$ cat config.mk
export PLATFORM = sky130hd
export DESIGN_NAME = vpd_hash
export DESIGN_NICKNAME = d
export VERILOG_FILES = /design/src/rtl/core/vpd_pkg.sv /design/src/rtl/core/vpd_hash.sv
export SDC_FILE = /design/constraint.sdc
export NUM_CORES = 1
export LEC_CHECK = 0
export ABC_CLOCK_PERIOD_IN_PS = 800
export BUFFER_PORTS_ARGS = -buffer_cell sky130_fd_sc_hd__buf_2
export CORE_MARGIN = 3
export CORE_UTILIZATION = 48
export CTS_CLUSTER_DIAMETER = 100
export DETAILED_ROUTE_END_ITERATION = 8
export GPL_TIMING_DRIVEN = 0
export PLACE_DENSITY = 0.78
export RECOVER_POWER = 50
export SETUP_SLACK_MARGIN = 0.2
export SYNTH_ARGS = -nofsm -noshare
export SYNTH_HDL_FRONTEND = slang
export SYNTH_SLANG_ARGS = --single-unit
$ cat constraint.sdc
create_clock -name clk_i -period 0.8 [get_ports clk_i]
set_input_delay 0.12 -clock clk_i [delete_from_list [all_inputs] [get_ports clk_i]]
set_output_delay 0.12 -clock clk_i [all_outputs]
set_load 0.05 [all_outputs]
$ cat src/rtl/core/vpd_pkg.sv
// Shared types and constants of the vertex pair dedup table unit.
package vpd_pkg;

  // Field widths of one corner and one result.
  localparam int unsigned IDX_W = 16;
  localparam int unsigned VID_W = 12;
  localparam int unsigned HASH_W = 32;

  // Input transaction layout.
  localparam int unsigned IN_DATA_W = 40;
  localparam int unsigned IN_RESTART_BIT = 0;
  localparam int unsigned IN_POS_LSB = 1;
  localparam int unsigned IN_TEX_LSB = IN_POS_LSB + IDX_W;

  // Output transaction layout.
  localparam int unsigned OUT_DATA_W = 16;
  localparam int unsigned OUT_VID_LSB = 0;
  localparam int unsigned OUT_NEW_BIT = VID_W;
  localparam int unsigned OUT_FULL_BIT = VID_W + 1;
  localparam int unsigned OUT_PAD_W = OUT_DATA_W - VID_W - 2;

  // Hash multipliers for the position and texture indexes.
  localparam logic [HASH_W-1:0] HASH_MUL_POS = 32'd393241;
  localparam logic [HASH_W-1:0] HASH_MUL_TEX = 32'd786433;

  // Lookup sequencer states.
  typedef enum logic [2:0] {
    ST_CLEAR,
    ST_IDLE,
    ST_HASH,
    ST_HEAD,
    ST_WALK,
    ST_INSERT,
    ST_LINK,
    ST_OUT
  } state_e;

endpackage

$ cat src/rtl/core/vpd_hash.sv
// Bucket hash: two constant products, XOR, then reduction modulo the bucket count.
module vpd_hash #(
  parameter int unsigned BUCKETS = 1024,
  localparam int unsigned BW = (BUCKETS > 1) ? $clog2(BUCKETS) : 1
) (
  input  logic                      clk_i,
  input  logic                      rst_ni,
  input  logic                      start_i,
  input  logic [vpd_pkg::IDX_W-1:0] pos_i,
  input  logic [vpd_pkg::IDX_W-1:0] tex_i,
  output logic                      done_o,
  output logic [BW-1:0]             bucket_o
);
  import vpd_pkg::*;

  localparam bit POW2 = ((BUCKETS & (BUCKETS - 1)) == 0);

  logic              mul_vld_q;
  logic [HASH_W-1:0] prod_pos_q;
  logic [HASH_W-1:0] prod_tex_q;
  logic [HASH_W-1:0] hash_w;

  // Product stage valid flag.
  always_ff @(posedge clk_i or negedge rst_ni) begin
    if (!rst_ni) begin
      mul_vld_q <= 1'b0;
    end else begin
      mul_vld_q <= start_i;
    end
  end

  // Both products with 32-bit wrap, registered before the XOR.
  always_ff @(posedge clk_i) begin
    if (start_i) begin
      prod_pos_q <= HASH_W'(HASH_W'(pos_i) * HASH_MUL_POS);
      prod_tex_q <= HASH_W'(HASH_W'(tex_i) * HASH_MUL_TEX);
    end
  end

  assign hash_w = prod_pos_q ^ prod_tex_q;

  if (POW2) begin : gen_pow2
    // A power-of-two bucket count only keeps the low bits.
    assign done_o   = mul_vld_q;
    assign bucket_o = (BUCKETS == 1) ? '0 : hash_w[BW-1:0];
  end else begin : gen_recip
    // Reciprocal reduction: the estimated quotient is at most one short, so
    // the low bits of the raw remainder and one compare and subtract suffice.
    localparam int unsigned RW = BW + 1;
    localparam int unsigned PW = 2 * HASH_W;
    localparam longint unsigned RECIP = (64'd1 << HASH_W) / BUCKETS;
    localparam logic [HASH_W-1:0] RECIP_C = HASH_W'(RECIP);
    localparam logic [RW-1:0] BUCKETS_C = RW'(BUCKETS);

    logic              quot_vld_q;
    logic              rem_vld_q;
    logic [HASH_W-1:0] quot_q;
    logic [RW-1:0]     h_low_q;
    logic [RW-1:0]     rem_q;
    logic [PW-1:0]     recip_prod;
    logic [RW-1:0]     rem_raw;

    assign recip_prod = PW'(hash_w) * PW'(RECIP_C);
    assign rem_raw    = h_low_q - quot_q[RW-1:0] * BUCKETS_C;
    assign done_o     = rem_vld_q;
    assign bucket_o   = (rem_q >= BUCKETS_C) ? BW'(rem_q - BUCKETS_C) : rem_q[BW-1:0];

    // Stage valid flags.
    always_ff @(posedge clk_i or negedge rst_ni) begin
      if (!rst_ni) begin
        quot_vld_q <= 1'b0;
        rem_vld_q  <= 1'b0;
      end else begin
        quot_vld_q <= mul_vld_q;
        rem_vld_q  <= quot_vld_q;
      end
    end

    // Estimated quotient, then the raw remainder below twice the bucket count.
    always_ff @(posedge clk_i) begin
      if (mul_vld_q) begin
        quot_q  <= recip_prod[PW-1:HASH_W];
        h_low_q <= hash_w[RW-1:0];
      end
      if (quot_vld_q) begin
        rem_q <= rem_raw;
      end
    end
  end

endmodule

==> impl_results.rst <==
.. list-table::
   :header-rows: 1

   * - Metric
     - Value
   * - Net count after synthesis
     - 142
   * - Die area
     - 3170 µm²
   * - Total number of vias
     - 824
   * - Tmin final
     - 2.30 ns
   * - Initial DRC count
     - 12
   * - Initial Util
     - 0.529
   * - Failing checks
     - negative hold slack, negative setup slack
   * - Final critical-path share of the clock period
     - 2.87
   * - Internal power contribution
     - 0.00290 W
   * - Antenna Violating Nets Remaining
     - 0
   * - Antenna violations before repair
     - 0
   * - Achievable Freq
     - 435 MHz
   * - Setup-failing EPs final
     - 17
   * - Least-Margin Pin Slew
     - 0.464 ns
   * - DR vias/cell
     - 5.42
   * - HPWL reported at the end of detailed placement
     - 1960 µm
   * - Sw Share
     - 0.405
   * - Type of the worst setup path
     - primary input to flip-flop
   * - Relative area change from synthesis to final layout
     - 71.1%
   * - Area of the mapped netlist
     - 1210 µm²
   * - Setup repair after global routing missed its margin
     - true
   * - Final Core Density
     - 0.905
   * - Clock tree from TritonCTS
     - built
   * - Post-detailed-route DRC marker count
     - 0
   * - Data required, critical path
     - 0.89 ns
   * - Simple-gate share of the synthesized area
     - 0.0144
   * - Synth Area in XOR/XNOR
     - 0.151
   * - Total of warnings raised by yosys
     - 0
   * - Max capacitance violation total
     - 0
   * - Flip-flop and latch count after synthesis
     - 21
   * - Combinational family with the most area after synthesis
     - adder cells
   * - Clock transition at the registers of the reported paths
     - 0.12 ns
   * - CTS max path bufs
     - 2
   * - Height of the chip
     - 56.3 µm
   * - Final wirelength
     - 3610 µm
   * - VDD IR max
     - 2570 µV
   * - Startpoint type of the worst setup path
     - primary input
   * - Slack of the critical path
     - -1.50 ns
   * - Tightest hold margin
     - -0.0487 ns
   * - Slew Limit Headroom
     - 0.691
   * - Total power density per cell area
     - 2340 nW/µm²
   * - Synthesized area per cell
     - 15.0 µm²
   * - Clock tree root buffer cell
     - clkbuf_4
   * - Pre-Repair DR Iteration Count
     - 4
   * - Wire length of the first global-routing pass
     - 4360 µm
   * - Switching power total
     - 0.00197 W
   * - Tightest Hold Check Type
     - primary input to flip-flop
   * - Leak Pwr
     - 0.770 nW
   * - Post-CTS Hold Buffers
     - 1
   * - Count of distinct cell types in the synthesized netlist
     - 12
   * - Num CTS Buffers
     - 3
   * - Relative contribution of the clock network to total power
     - 0.116
   * - Share of total power in sequential cells
     - 0.344
   * - Compound-Gate Fraction of Synth Area
     - 0.0144
   * - Number of fillers in the final layout
     - 80
   * - Number of instances in the synthesized netlist
     - 81
   * - Number of I/O port buffers
     - 33
   * - Overflow left after global routing
     - 0
   * - Num ports
     - 46
   * - Sequential cell area fraction in the yosys report
     - 0.515
   * - Result of the run
     - complete, but fails checks
   * - Area after DPL
     - 1790 µm²
   * - Clock sinks
     - 21
   * - Number of global-route vias before repair
     - 860
   * - Overall die width
     - 56.3 µm
   * - Post-layout nets
     - 186
   * - Final routed wire length divided by cell count
     - 23.8 µm
   * - Worst-path fanout max
     - 4
   * - Commonest cells after routing, fill and taps aside
     - edfxtp_1, ha_4, buf_2
   * - Maximum level of the CTS H-tree
     - 1
   * - Final standard cell area without fillers
     - 2080 µm²
   * - Global-route total usage across every layer
     - 0.192
   * - Most common cell after layout, fill and taps aside
     - edfxtp_1
   * - Row count
     - 17
   * - Fraction of power consumed by combinational cells
     - 0.540
   * - Share of final-layout standard cells stronger than drive strength 1
     - 0.629
   * - Slew Limit Fails
     - 0
   * - Final weighted congestion in routability-driven placement
     - 0.739
   * - Adder-cell area share of the yosys netlist
     - 0.286
   * - Antenna fix cells
     - 0
   * - Worst setup EP type
     - flip-flop
   * - Worst EP arrival
     - 2.39 ns
   * - Multiplexer area fraction after synthesis
     - 0
   * - Number of failing hold endpoints at the final stage
     - 11
   * - Core Region
     - 2300 µm²
   * - Pin count of the biggest net entering global routing
     - 22
-- timing repair --
item | 4_1_cts | 5_1_grt
resized for setup | 43 | 5
endpoints found under the setup margin | 17 | 17
hold endpoints to repair | 10 | 10
pin swaps | 21 | 7
buffers inserted | 2 | 3
-- worst paths after layout --
path	slack, ns	start	to	cells past startpoint
max	-1.50	pos_i[2]	prod_pos_q[8]	13
min	-0.05	tex_i[4]	prod_tex_q[4]	1
max in group asynchronous	0.60	rst_ni	done_o	2
min in group asynchronous	0.08	rst_ni	done_o	2
-- power by group through the flow --
stage	clock network (W)	logic, W	registers, W
4_1_cts	0.000514	0.00240	0.00165
6_report	0.000564	0.00263	0.00168
5_1_grt	0.000601	0.00276	0.00169
3_3_place_gp	0	0.00186	0.00166
2_1_floorplan	0	0.00152	0.00166
3_5_place_dp	0	0.00194	0.00167
-- per-stage QoR --
stage                     std cells  setup WS [ns]  setup TNS, ns  hold WS (ns)  power, W
after CTS                       149          -1.47         -10.65       -0.0211   0.00457
after detailed placement        142          -1.95         -11.46        -0.102   0.00361
after floorplan                  81          -1.58          -7.95        -0.176   0.00318
after global placement          142          -1.88         -10.88        -0.106   0.00352
final                           152          -1.50         -11.43       -0.0487   0.00487
after global routing            152          -1.51         -11.98       -0.0558   0.00505
-- flip-flops by register name (all words and copies together) (netlist names) --
| register | count |
|---|---|
| prod_pos_q | 10 |
| done_o | 1 |
| prod_tex_q | 10 |
-- synthesized netlist by cell type --
cell type | n | area [µm²]
ha_1 | 23 | 288
edfxtp_1 | 20 | 601
xor2_1 | 12 | 105
xnor2_1 | 9 | 78.8
inv_1 | 6 | 22.5
fa_1 | 3 | 60.1
a21oi_1 | 2 | 10.0
nor2_1 | 2 | 7.51
dfrtp_1 | 1 | 25.0
nand2_1 | 1 | 3.75
nor2b_1 | 1 | 6.26
o21bai_1 | 1 | 7.51
-- cells by family after synthesis --
family | count (synthesis)
AND/OR/NAND/NOR | 4
adder cells (fa/ha/maj) | 26
buffers and inverters | 6
XOR/XNOR | 21
flip-flops | 21
AO/OA/AOI/OAI | 3
-- worst max-delay path, stage by stage --
cell     delay [ns]
buf_12         0.09
inv_8          0.03
ha_4           0.27
inv_4          0.04
ha_4           0.21
ha_4           0.16
fa_1           0.55
ha_4           0.23
ha_4           0.28
nand2_4        0.06
nor2_2         0.14
nor2_2         0.07
xnor2_1        0.13
-- layout make-up --
cell class / count / area (µm²) / area share
Multi-Input combinational cell: 54 / 1030 / 0.498
Inverter: 6 / 32.5 / 0.0157
Sequential cell: 21 / 627 / 0.302
Timing Repair Buffer: 39 / 323 / 0.155
Clock buffer: 4 / 26.3 / 0.0126
Tap cell: 28 / 35.0 / 0.0169
-- per-layer routing --
metal / up-vias / global-route usage / part of all wire
met5: - / 0 / 0
met1: 404 / 0.191 / 0.34
met2: 40 / 0.371 / 0.55
met4: 0 / 0.0847 / 0.056
met3: 17 / 0.0460 / 0.058
li1: 363 / - / -
Note: power is estimated with default switching activity, not from simulation.
